<file path="src/design/rmd_pkg.sv">
package rmd_pkg;

  // Opcode field and its codes.
  localparam int OPCODE_W = 2;
  localparam logic [OPCODE_W-1:0] OP_MUL = 2'd0;
  localparam logic [OPCODE_W-1:0] OP_DIV = 2'd1;
  localparam logic [OPCODE_W-1:0] OP_CMP = 2'd2;

  // Result field widths.
  localparam int OUT_NUM_W = 32;
  localparam int OUT_DEN_W = 31;

  // Status of the shared divider as the sequencer sees it.
  typedef struct packed {
    logic busy;
    logic done;
  } div_stat_t;

endpackage

</file>
<file path="src/design/rmd_in_if.sv">
interface rmd_in_if #(
  parameter int W = 16
);
  logic                           valid;
  logic                           ready;
  logic [rmd_pkg::OPCODE_W-1:0]   opcode;
  logic signed [W-1:0]            a_num;
  logic [W-2:0]                   a_den;
  logic signed [W-1:0]            b_num;
  logic [W-2:0]                   b_den;

  modport source (output valid, opcode, a_num, a_den, b_num, b_den, input ready);
  modport sink   (input valid, opcode, a_num, a_den, b_num, b_den, output ready);
endinterface

</file>
<file path="src/design/rmd_out_if.sv">
interface rmd_out_if;
  logic                                 valid;
  logic                                 ready;
  logic signed [rmd_pkg::OUT_NUM_W-1:0] res_num;
  logic [rmd_pkg::OUT_DEN_W-1:0]        res_den;
  logic                                 equal_flag;
  logic                                 div_zero;

  modport source (output valid, res_num, res_den, equal_flag, div_zero, input ready);
  modport sink   (input valid, res_num, res_den, equal_flag, div_zero, output ready);
endinterface

</file>
<file path="src/design/rmd_div.sv">
// Restoring divider, one quotient bit per cycle. It gives quotient and
// remainder of an unsigned division and holds them until the next start.
module rmd_div #(
  parameter int P = 32
) (
  input  logic              clk,
  input  logic              rst_n,
  input  logic              start,
  input  logic [P-1:0]      dividend,
  input  logic [P-1:0]      divisor,
  output rmd_pkg::div_stat_t stat,
  output logic [P-1:0]      quot,
  output logic [P-1:0]      rem
);
  localparam int CW = $clog2(P + 1);

  logic [P-1:0]  rem_r, rem_nxt;
  logic [P-1:0]  quo_r, quo_nxt;
  logic [P-1:0]  dsr_r, dsr_nxt;
  logic [CW-1:0] cnt_r, cnt_nxt;
  logic          busy_r, busy_nxt;
  logic          done_r, done_nxt;

  logic [P:0]    shifted;
  logic [P:0]    diff;
  logic          fits;

  // One trial subtraction of the shifted partial remainder.
  assign shifted = {rem_r, quo_r[P-1]};
  assign diff    = shifted - {1'b0, dsr_r};
  assign fits    = ~diff[P];

  always_comb begin
    rem_nxt  = rem_r;
    quo_nxt  = quo_r;
    dsr_nxt  = dsr_r;
    cnt_nxt  = cnt_r;
    busy_nxt = busy_r;
    done_nxt = 1'b0;
    if (busy_r) begin
      rem_nxt = fits ? diff[P-1:0] : shifted[P-1:0];
      quo_nxt = {quo_r[P-2:0], fits};
      cnt_nxt = cnt_r - 1'b1;
      if (cnt_r == CW'(1)) begin
        busy_nxt = 1'b0;
        done_nxt = 1'b1;
      end
    end else if (start) begin
      rem_nxt  = '0;
      quo_nxt  = dividend;
      dsr_nxt  = divisor;
      cnt_nxt  = CW'(P);
      busy_nxt = 1'b1;
    end
  end

  always_ff @(posedge clk) begin
    rem_r <= rem_nxt;
    quo_r <= quo_nxt;
    dsr_r <= dsr_nxt;
    cnt_r <= cnt_nxt;
    if (!rst_n) begin
      busy_r <= 1'b0;
      done_r <= 1'b0;
    end else begin
      busy_r <= busy_nxt;
      done_r <= done_nxt;
    end
  end

  assign stat.busy = busy_r;
  assign stat.done = done_r;
  assign quot      = quo_r;
  assign rem       = rem_r;

endmodule

</file>
<file path="src/design/rational_mul_div_reduce.sv">
// Channel  Dir  Handshake          Payload
// in_ch    in   valid/ready        opcode, a_num, a_den, b_num, b_den
// out_ch   out  valid/ready        res_num, res_den, equal_flag, div_zero
//
// Compare, the unused opcode, division by a zero fraction, zero denominators and zero
// results pass through S_MUL1, S_MUL2, S_EVAL and S_FINISH. Multiply and divide also
// run Euclid remainder steps on the shared bit-serial divider, then divide numerator
// and denominator by the common divisor on the same divider.
// Reset (rst_n low, synchronous) returns the sequencer to idle and empties the
// output register. A result waiting on out_ch lets the next request in, but
// that request finishes only once the output register is free.
module rational_mul_div_reduce #(
  parameter int OPERAND_WIDTH = 16
) (
  input logic      clk,
  input logic      rst_n,
  rmd_in_if.sink   in_ch,
  rmd_out_if.source out_ch
);
  localparam int W  = OPERAND_WIDTH;
  localparam int P  = 2 * W;
  localparam int XW = P + rmd_pkg::OUT_NUM_W;

  typedef enum logic [3:0] {
    S_IDLE, S_MUL1, S_MUL2, S_EVAL, S_GCD, S_GWAIT, S_QNUM, S_QDEN, S_FINISH
  } state_t;

  state_t state_r, state_nxt;

  // Operand registers, kept as sign and magnitude.
  logic [rmd_pkg::OPCODE_W-1:0] op_r, op_nxt;
  logic [W-1:0] an_r, an_nxt, bn_r, bn_nxt;
  logic [W-2:0] ad_r, ad_nxt, bd_r, bd_nxt;
  logic         an_neg_r, an_neg_nxt, bn_neg_r, bn_neg_nxt;

  // Cross products and Euclid working pair.
  logic [P-1:0] nm_r, nm_nxt, dn_r, dn_nxt;
  logic [P-1:0] x_r, x_nxt, y_r, y_nxt, g_r, g_nxt, qn_r, qn_nxt;

  // Finished result and output register.
  logic [rmd_pkg::OUT_NUM_W-1:0] res_num_r, res_num_nxt;
  logic [rmd_pkg::OUT_DEN_W-1:0] res_den_r, res_den_nxt;
  logic res_eq_r, res_eq_nxt, res_dz_r, res_dz_nxt;
  logic out_valid_r, out_valid_nxt;
  logic [rmd_pkg::OUT_NUM_W-1:0] out_num_r, out_num_nxt;
  logic [rmd_pkg::OUT_DEN_W-1:0] out_den_r, out_den_nxt;
  logic out_eq_r, out_eq_nxt, out_dz_r, out_dz_nxt;

  // Magnitudes of the incoming numerators.
  logic [W-1:0] a_mag, b_mag;
  assign a_mag = in_ch.a_num[W-1] ? (~in_ch.a_num + 1'b1) : in_ch.a_num;
  assign b_mag = in_ch.b_num[W-1] ? (~in_ch.b_num + 1'b1) : in_ch.b_num;

  // Shared multiplier, one product per cycle.
  logic [W-1:0] mul_x, mul_y;
  logic [P-1:0] prod;

  always_comb begin
    mul_x = an_r;
    mul_y = {1'b0, bd_r};
    if (state_r == S_MUL1) begin
      mul_x = an_r;
      mul_y = (op_r == rmd_pkg::OP_MUL) ? bn_r : {1'b0, bd_r};
    end else begin
      mul_x = {1'b0, ad_r};
      mul_y = (op_r == rmd_pkg::OP_MUL) ? {1'b0, bd_r} : bn_r;
    end
  end

  assign prod = P'(mul_x) * P'(mul_y);

  // Shared divider for Euclid remainders and the final reduction.
  logic         div_start;
  logic [P-1:0] div_dvd, div_dsr, div_quot, div_rem;
  rmd_pkg::div_stat_t div_stat;

  always_comb begin
    div_start = 1'b0;
    div_dvd   = x_r;
    div_dsr   = y_r;
    case (state_r)
      S_GCD: begin
        div_start = 1'b1;
        if (y_r == '0) begin
          div_dvd = nm_r;
          div_dsr = x_r;
        end
      end
      S_QNUM: begin
        div_start = div_stat.done;
        div_dvd   = dn_r;
        div_dsr   = g_r;
      end
      default: begin
        div_start = 1'b0;
      end
    endcase
  end

  rmd_div #(.P(P)) u_div (
    .clk      (clk),
    .rst_n    (rst_n),
    .start    (div_start),
    .dividend (div_dvd),
    .divisor  (div_dsr),
    .stat     (div_stat),
    .quot     (div_quot),
    .rem      (div_rem)
  );

  // Signed numerator and denominator of the reduced result.
  logic [XW-1:0] qn_ext, qn_signed, qd_ext;
  assign qn_ext    = XW'(qn_r);
  assign qn_signed = (an_neg_r != bn_neg_r) ? (~qn_ext + 1'b1) : qn_ext;
  assign qd_ext    = XW'(div_quot);

  logic nm_nz, dn_nz;
  assign nm_nz = |nm_r;
  assign dn_nz = |dn_r;

  // Sequencer.
  always_comb begin
    state_nxt   = state_r;
    op_nxt      = op_r;
    an_nxt      = an_r;
    bn_nxt      = bn_r;
    ad_nxt      = ad_r;
    bd_nxt      = bd_r;
    an_neg_nxt  = an_neg_r;
    bn_neg_nxt  = bn_neg_r;
    nm_nxt      = nm_r;
    dn_nxt      = dn_r;
    x_nxt       = x_r;
    y_nxt       = y_r;
    g_nxt       = g_r;
    qn_nxt      = qn_r;
    res_num_nxt = res_num_r;
    res_den_nxt = res_den_r;
    res_eq_nxt  = res_eq_r;
    res_dz_nxt  = res_dz_r;
    out_num_nxt = out_num_r;
    out_den_nxt = out_den_r;
    out_eq_nxt  = out_eq_r;
    out_dz_nxt  = out_dz_r;
    out_valid_nxt = out_valid_r & ~out_ch.ready;

    case (state_r)
      S_IDLE: begin
        if (in_ch.valid) begin
          op_nxt     = in_ch.opcode;
          an_nxt     = a_mag;
          bn_nxt     = b_mag;
          ad_nxt     = in_ch.a_den;
          bd_nxt     = in_ch.b_den;
          an_neg_nxt = in_ch.a_num[W-1];
          bn_neg_nxt = in_ch.b_num[W-1];
          state_nxt  = S_MUL1;
        end
      end
      S_MUL1: begin
        nm_nxt    = prod;
        state_nxt = S_MUL2;
      end
      S_MUL2: begin
        dn_nxt    = prod;
        state_nxt = S_EVAL;
      end
      S_EVAL: begin
        // Most cases end here with 0/1 and only the flags differing.
        res_num_nxt = '0;
        res_den_nxt = rmd_pkg::OUT_DEN_W'(1);
        res_eq_nxt  = 1'b0;
        res_dz_nxt  = 1'b0;
        state_nxt   = S_FINISH;
        case (op_r)
          rmd_pkg::OP_CMP: begin
            res_eq_nxt = (nm_r == dn_r) &&
                         ((an_neg_r && nm_nz) == (bn_neg_r && dn_nz));
          end
          rmd_pkg::OP_MUL, rmd_pkg::OP_DIV: begin
            if (op_r == rmd_pkg::OP_DIV && bn_r == '0) begin
              res_dz_nxt = 1'b1;
            end else if (!nm_nz) begin
              res_dz_nxt = 1'b0;
            end else if (!dn_nz) begin
              res_dz_nxt = 1'b1;
            end else begin
              x_nxt     = nm_r;
              y_nxt     = dn_r;
              state_nxt = S_GCD;
            end
          end
          default: begin
            res_dz_nxt = 1'b0;
          end
        endcase
      end
      S_GCD: begin
        // A zero remainder leaves the divisor in x; start the numerator division.
        if (y_r == '0) begin
          g_nxt     = x_r;
          state_nxt = S_QNUM;
        end else begin
          state_nxt = S_GWAIT;
        end
      end
      S_GWAIT: begin
        if (div_stat.done) begin
          x_nxt     = y_r;
          y_nxt     = div_rem;
          state_nxt = S_GCD;
        end
      end
      S_QNUM: begin
        if (div_stat.done) begin
          qn_nxt    = div_quot;
          state_nxt = S_QDEN;
        end
      end
      S_QDEN: begin
        if (div_stat.done) begin
          res_num_nxt = qn_signed[rmd_pkg::OUT_NUM_W-1:0];
          res_den_nxt = qd_ext[rmd_pkg::OUT_DEN_W-1:0];
          res_eq_nxt  = 1'b0;
          res_dz_nxt  = 1'b0;
          state_nxt   = S_FINISH;
        end
      end
      S_FINISH: begin
        if (!out_valid_r || out_ch.ready) begin
          out_num_nxt   = res_num_r;
          out_den_nxt   = res_den_r;
          out_eq_nxt    = res_eq_r;
          out_dz_nxt    = res_dz_r;
          out_valid_nxt = 1'b1;
          state_nxt     = S_IDLE;
        end
      end
      default: begin
        state_nxt = S_IDLE;
      end
    endcase
  end

  always_ff @(posedge clk) begin
    op_r      <= op_nxt;
    an_r      <= an_nxt;
    bn_r      <= bn_nxt;
    ad_r      <= ad_nxt;
    bd_r      <= bd_nxt;
    an_neg_r  <= an_neg_nxt;
    bn_neg_r  <= bn_neg_nxt;
    nm_r      <= nm_nxt;
    dn_r      <= dn_nxt;
    x_r       <= x_nxt;
    y_r       <= y_nxt;
    g_r       <= g_nxt;
    qn_r      <= qn_nxt;
    res_num_r <= res_num_nxt;
    res_den_r <= res_den_nxt;
    res_eq_r  <= res_eq_nxt;
    res_dz_r  <= res_dz_nxt;
    out_num_r <= out_num_nxt;
    out_den_r <= out_den_nxt;
    out_eq_r  <= out_eq_nxt;
    out_dz_r  <= out_dz_nxt;
    if (!rst_n) begin
      state_r     <= S_IDLE;
      out_valid_r <= 1'b0;
    end else begin
      state_r     <= state_nxt;
      out_valid_r <= out_valid_nxt;
    end
  end

  assign in_ch.ready       = (state_r == S_IDLE);
  assign out_ch.valid      = out_valid_r;
  assign out_ch.res_num    = out_num_r;
  assign out_ch.res_den    = out_den_r;
  assign out_ch.equal_flag = out_eq_r;
  assign out_ch.div_zero   = out_dz_r;

endmodule

</file>
<file path="src/flat_wrapper.sv">
// flat-port wrapper written by rule: the top's interface ports become plain ports
module rational_mul_div_reduce_flat 
#(
  parameter int OPERAND_WIDTH = 16
)
  (clk, rst_n, in_ch_valid, in_ch_opcode, in_ch_a_num, in_ch_a_den, in_ch_b_num, in_ch_b_den, in_ch_ready, out_ch_valid, out_ch_res_num, out_ch_res_den, out_ch_equal_flag, out_ch_div_zero, out_ch_ready);
  rmd_in_if #(.W((16))) in_ch_i ();
  rmd_out_if out_ch_i ();
  input logic clk;
  input logic rst_n;
  input wire logic [$bits(in_ch_i.valid)-1:0] in_ch_valid;
  input wire logic [$bits(in_ch_i.opcode)-1:0] in_ch_opcode;
  input wire logic [$bits(in_ch_i.a_num)-1:0] in_ch_a_num;
  input wire logic [$bits(in_ch_i.a_den)-1:0] in_ch_a_den;
  input wire logic [$bits(in_ch_i.b_num)-1:0] in_ch_b_num;
  input wire logic [$bits(in_ch_i.b_den)-1:0] in_ch_b_den;
  output wire logic [$bits(in_ch_i.ready)-1:0] in_ch_ready;
  output wire logic [$bits(out_ch_i.valid)-1:0] out_ch_valid;
  output wire logic [$bits(out_ch_i.res_num)-1:0] out_ch_res_num;
  output wire logic [$bits(out_ch_i.res_den)-1:0] out_ch_res_den;
  output wire logic [$bits(out_ch_i.equal_flag)-1:0] out_ch_equal_flag;
  output wire logic [$bits(out_ch_i.div_zero)-1:0] out_ch_div_zero;
  input wire logic [$bits(out_ch_i.ready)-1:0] out_ch_ready;
  assign in_ch_i.valid = in_ch_valid;
  assign in_ch_i.opcode = in_ch_opcode;
  assign in_ch_i.a_num = in_ch_a_num;
  assign in_ch_i.a_den = in_ch_a_den;
  assign in_ch_i.b_num = in_ch_b_num;
  assign in_ch_i.b_den = in_ch_b_den;
  assign in_ch_ready = in_ch_i.ready;
  assign out_ch_valid = out_ch_i.valid;
  assign out_ch_res_num = out_ch_i.res_num;
  assign out_ch_res_den = out_ch_i.res_den;
  assign out_ch_equal_flag = out_ch_i.equal_flag;
  assign out_ch_div_zero = out_ch_i.div_zero;
  assign out_ch_i.ready = out_ch_ready;
  rational_mul_div_reduce #(.OPERAND_WIDTH(OPERAND_WIDTH)) u_core (.clk(clk), .rst_n(rst_n), .in_ch(in_ch_i), .out_ch(out_ch_i));
endmodule
</file>
<file path="config.mk">
export PLATFORM = sky130hd
export DESIGN_NAME = rational_mul_div_reduce_flat
export DESIGN_NICKNAME = d
export VERILOG_FILES = /design/src/design/rmd_pkg.sv /design/src/design/rmd_in_if.sv /design/src/design/rmd_out_if.sv /design/src/design/rmd_div.sv /design/src/design/rational_mul_div_reduce.sv /design/src/flat_wrapper.sv
export SDC_FILE = /design/constraint.sdc
export NUM_CORES = 1
export LEC_CHECK = 0
export BUFFER_PORTS_ARGS = -buffer_cell sky130_fd_sc_hd__buf_2
export CORE_MARGIN = 1
export CORE_UTILIZATION = 45
export CTS_CLUSTER_SIZE = 30
export DETAILED_ROUTE_END_ITERATION = 7
export PLACE_DENSITY_LB_ADDON = 0.08
export SLEW_MARGIN = 20
export SYNTH_ARGS = -nofsm -noshare
export SYNTH_HDL_FRONTEND = slang
export SYNTH_SLANG_ARGS = --single-unit
</file>
<file path="constraint.sdc">
create_clock -name clk -period 10.3 [get_ports clk]
set_input_delay 1.03 -clock clk [delete_from_list [all_inputs] [get_ports clk]]
set_output_delay 1.03 -clock clk [all_outputs]
set_load 0.05 [all_outputs]
</file>
# Word level (Yosys, flattened, before mapping)
# Cells that the tools add are included.
# word_totals
reg_bits,497
input_bits,68
out_inout_bits,67
word_cells,152
# classes
n_addsub,5
mul,1
n_eq_ne,23
mux,60
n_bitwise,7
reduce_logical,25
# ops
operator,n
two-way mux 32 bit,19
case mux 32 bit (2 select lines),5
two-way mux 16 bit,4
OR reduction 32 bit,2
case mux 31 bit (2 select lines),1
two-way mux 4 bit,9
case mux 4 bit (9 select lines),1
subtractor 33 x 32 -> 33 bit,1
"adder 16 x 1 -> 16 bit, second input constant",2
"adder 32 x 1 -> 32 bit, second input constant",1
equality test 32 bit,1
zero test 32 bit,1
multiplier 16 x 16 -> 32 bit,1
inverter 16 bit,2
inverter 32 bit,1
two-way mux 31 bit,1
two-way mux 15 bit,2
"equality test 4 x 3 -> 1 bit, second input constant",4
zero test 16 bit,1
AND reduction 2 bit,7
two-way mux 1 bit,12
two-way mux 6 bit,2
"!= test 2 bit, second input constant",5
"equality test 4 x 2 -> 1 bit, second input constant",2
22 further kinds,34

# Longest topological paths before layout
# depth
ltp_word,6
mapped_depth,27
ltp_nobuf,25

# Cells and area by module
# Synthesis repeated with hierarchy kept, for this count alone.
# hier_totals
cells_unflattened,2642
hier_area_um2,31021.0
# by_module_without_submodules
module,n_inst,cells_each,area_per_inst_um2,seq_area_each_um2
rational_mul_div_reduce,1,2074,24862.6,11751.3
rmd_div,1,568,6158.4,3103.0

# Least setup slack after synthesis
# OpenSTA, ideal clock, no wires.
# synth_timing
path_type,register -> register
from,register u_core.state_r[3]
to,"register u_core.dn_r[29], data pin"
setup_ps,275
arrival_time_ps,7418
required_ps,10025
path_slack_ps,2607
path_stages_with_launch,25
n_path_buf,2
synth_period_minus_slack_ps,7693
path_cell_list,dfxtp_1 nand2b_1 nor3_4 clkbuf_1 buf_2 mux2i_1 nor2_1 fa_1 inv_1 fa_1 fa_1 fa_1 inv_1 fa_1 inv_1 fa_1 inv_1 ha_1 a21o_1 a2111oi_0 a311oi_1 a21oi_1 o211a_1 nor4_1 nand3b_1
# synth_via
elab_chain_cells,3
word_cells_on_any_way,4
cone_classes,1 x mul; 1 x eq/ne; 2 x mux
# synth_lines
item,line,source
from (decl),rational_mul_div_reduce.sv:28,"state_t state_r, state_nxt;"
from (signal assigned),rational_mul_div_reduce.sv:271,state_r <= state_nxt;
equality test 4 x 1 -> 1 bit (*),rational_mul_div_reduce.sv:61,if (state_r == S_MUL1) begin
two-way mux 16 bit,rational_mul_div_reduce.sv:61,
multiplier 16 x 16 -> 32 bit (*),rational_mul_div_reduce.sv:70,assign prod = P'(mul_x) * P'(mul_y);
via u_core.prod[29],rational_mul_div_reduce.sv:56,logic [P-1:0] prod;
to (signal assigned),rational_mul_div_reduce.sv:254,dn_r <= dn_nxt;
to (decl),rational_mul_div_reduce.sv:37,"logic [P-1:0] nm_r, nm_nxt, dn_r, dn_nxt;"
# The timed path passes the listed nets; every way through them passes the cells marked *.
# A chain may end at the register's enable or synchronous reset.

# Worst setup path in the final report
# layout_timing
from,register u_core.state_r[0]
to,"register u_core.dn_r[31], data pin"
# The elaborated chain is that of the path after synthesis.

==> impl_metrics.yaml <==
run_status:
  status: "finished, final reports clean"
placed_design:
  port_buffers: 134
  dp_hpwl_mm: 61.0
  gp_congestion: 0.940
final_layout:
  antenna_cells: 0
  final_cell_mix: "490 x edfxtp_1, 343 x inv_1, 237 x nor2_1"
  nNetsFinal: 3157
  area_growth_pct: 11.2
  drive_gt1_frac: 0.132
  final_common_cell: "edfxtp_1"
critical_path:
  rr_worst_depth: 24
  crit_type: "flip-flop to flip-flop"
  endpoint: "u_core.dn_r[31]$_DFFE_PP_"
  r2r_end: "u_core.dn_r[31]$_DFFE_PP_"
  cp_max_fo: 63
  cp-end-kind: "flip-flop"
  crit_required_ns: 10.68
  r2r-start: "u_core.state_r[0]$_SDFFE_PN0P_"
  startpoint: "u_core.state_r[0]$_SDFFE_PN0P_"
  critPathLaunchType: "flip-flop"
  r2r_slack_ns: 1.71
  crit_arrival_ns: 8.97
timing:
  setup_violations: 0
  tightestPinTransition_ns: 1.09
  rsz0062_at_grt: "no"
  skew_ns: 0.0504
  drv_slew: 0
  hold_viol: 0
  clock.fmax_mhz: 116
  fin_crit_ns: 8.59
  setup_tns_ns: 0
  finalCritPeriodShare: 0.834
  max_slew_margin: 0.254
die:
  num_rows: 95
  io_pins: 135
  die_width_um: 263
  start_util: 0.456
  core_um2: 67400
  die_area_um2: 69400
  die_y_um: 263
global_routing:
  grt-ovfl-total: 0
  antenna_found_initial: 0
  track_usage: 0.229
  grt_pass1_wl_mm: 122
  grt_start_max_net_pins: 85
  grt_pass1_vias: 20506
synth:
  syn_nets: 3035
  synth_edf_count: 490
  seq_area_frac_synth: 0.483
  synthTopCellsByArea: "edfxtp_1 48%, fa_1 13%, ha_1 5.7%"
  ys.flop_type: "edfxtp_1"
  synth_area_per_cell_um2: 11.7
  syn_area_um2: 30700
  ys_types: 81
  synth_cells: 2631
  synth_largest_area_cell: "edfxtp_1"
  synth-warning-count: 0
  ys_ff_latch: 497
  async_flop_share: 0
  synth_top_area_share: 0.479
drt:
  wl_mm: 80.0
  via_per_inst: 5.53
  first_pass_iters: 7
  routed-via-count: 20290
  post-route-drc-count: 0
  drtIter0Drc: 1354
  wire_per_inst_um: 21.8
  ant_nets: 0
clock_tree:
  tritoncts: "yes"
  cts_max_level: 2
  post_cts_buffers: 0
  clkTransAtPathRegs_ns: 0.07
  clock-sinks: 497
  cts_buffer_depth: 3
  cts_buffers: 55
  root_buffer: "clkbuf_16"
  cts_resized: 0
  insertion_delay_ns: 0.63
  hold_buffers: 0
run:
  drv_cap: 0
min_path:
  hp-class: "flip-flop to flip-flop"
[routing by layer]
metal | vias to the layer above | global-route usage | wire length, µm
li1 | 9530 | - | -
met1 | 10053 | 0.299 | 34100
met2 | 559 | 0.389 | 39100
met3 | 148 | 0.0250 | 3230
met4 | 0 | 0.0972 | 3470
met5 | - | 0 | 0
[synthesized netlist by cell type, drive strengths merged (9+ instances only)]
master	n
nand2b	18
fa	195
a222oi	33
nand2	198
clkbuf	86
a31oi	15
nor3	25
a221o	34
a21oi	156
inv	343
and2	15
nand3	34
xor2	43
buf	14
nor2	239
and3	13
o21ai	74
o31ai	16
nor2b	11
or3	15
o21a	14
nand4	24
mux2i	30
mux2	91
edfxtp	490
xnor2	98
nor4	36
ha	141
a21o	23
or4	9
[state kept, by name, summed over array words and instances, names as in the netlist, 2 cells and up]
signal,count
u_core.qn_r,32
u_core.u_div.quot,32
u_core.nm_r,32
u_core.out_ch.res_num,32
u_core.g_r,32
u_core.u_div.rem,32
u_core.dn_r,32
u_core.y_r,32
u_core.out_ch.res_den,31
u_core.bd_r,15
u_core.ad_r,15
u_core.u_div.cnt_r,6
u_core.x_r,32
u_core.u_div.dsr_r,32
u_core.state_r,4
u_core.bn_r,16
u_core.an_r,16
u_core.op_r,2
u_core.res_num_r,32
u_core.res_den_r,31
[cell families (layout without fill, tap and decap cells)]
group / count (synthesis) / after routing / synth area share
AND/OR/NAND/NOR: 661 / 661 / 0.0999
flip-flops: 497 / 497 / 0.483
buffers and inverters: 444 / 609 / 0.0550
AO/OA/AOI/OAI: 431 / 431 / 0.0939
adder cells (fa/ha/maj): 336 / 336 / 0.184
XOR/XNOR: 141 / 141 / 0.0404
multiplexers: 121 / 121 / 0.0431
[metrics by stage]
stage	hold slack, ns	util	setup WS (ns)	cell area (µm²)	std cells
finish	0.416	0.507	1.71	34200	3669
detailed placement	0.405	0.481	1.81	32400	3569
global route	0.422	0.507	1.18	34200	3669
floorplan	0.400	-	2.61	30700	2631
CTS	0.417	0.507	1.76	34200	3669
global placement	0.403	0.481	2.04	32400	3569
[worst min-delay path by stage]
stage                                        from                             endpoint  depth (start not counted)
6_report       u_core.res_den_r[28]$_SDFFCE_PN0P_  u_core.out_ch.res_den[28]$_DFFE_PP_                          0
5_1_grt        u_core.res_den_r[19]$_SDFFCE_PN0P_  u_core.out_ch.res_den[19]$_DFFE_PP_                          0
4_1_cts         u_core.res_num_r[4]$_SDFFCE_PN0P_   u_core.out_ch.res_num[4]$_DFFE_PP_                          0
3_5_place_dp        u_core.res_dz_r$_SDFFCE_PP0P_     u_core.out_ch.div_zero$_DFFE_PP_                          0
3_3_place_gp   u_core.res_den_r[15]$_SDFFCE_PN0P_  u_core.out_ch.res_den[15]$_DFFE_PP_                          0
2_1_floorplan       u_core.res_dz_r$_SDFFCE_PP0P_     u_core.out_ch.div_zero$_DFFE_PP_                          0
[critical path: stages (launching register included)]
cell       delay, ns
dfxtp_1         0.54
nand2b_1        0.26
nor3_4          0.28
buf_4           0.78
mux2i_1         0.89
nor2_1          0.15
fa_1            0.53
inv_1           0.05
fa_1            0.48
inv_1           0.04
ha_1            0.20
fa_1            0.48
fa_1            0.54
inv_1           0.05
fa_1            0.47
inv_1           0.04
ha_1            0.36
a21o_1          0.20
a21o_1          0.19
a2111oi_0       0.53
a311oi_1        0.26
a21oi_1         0.33
o211a_1         0.26
nor2_1          0.09
a211oi_1        0.31
[cell type report]
cell class | instances | area [µm²]
Fill cell | 5973 | 33200
Timing Repair Buffer | 165 | 903
Inverter | 344 | 1290
Sequential cell | 497 | 14900
Multi-Input combinational cell | 1690 | 14300
Clock inverter | 26 | 262
Tap cell | 873 | 1090
Clock buffer | 74 | 1500
Power is left out: the tool's default activity adds up to more than one toggle a clock period on the data nets, which glitch-free logic cannot reach.
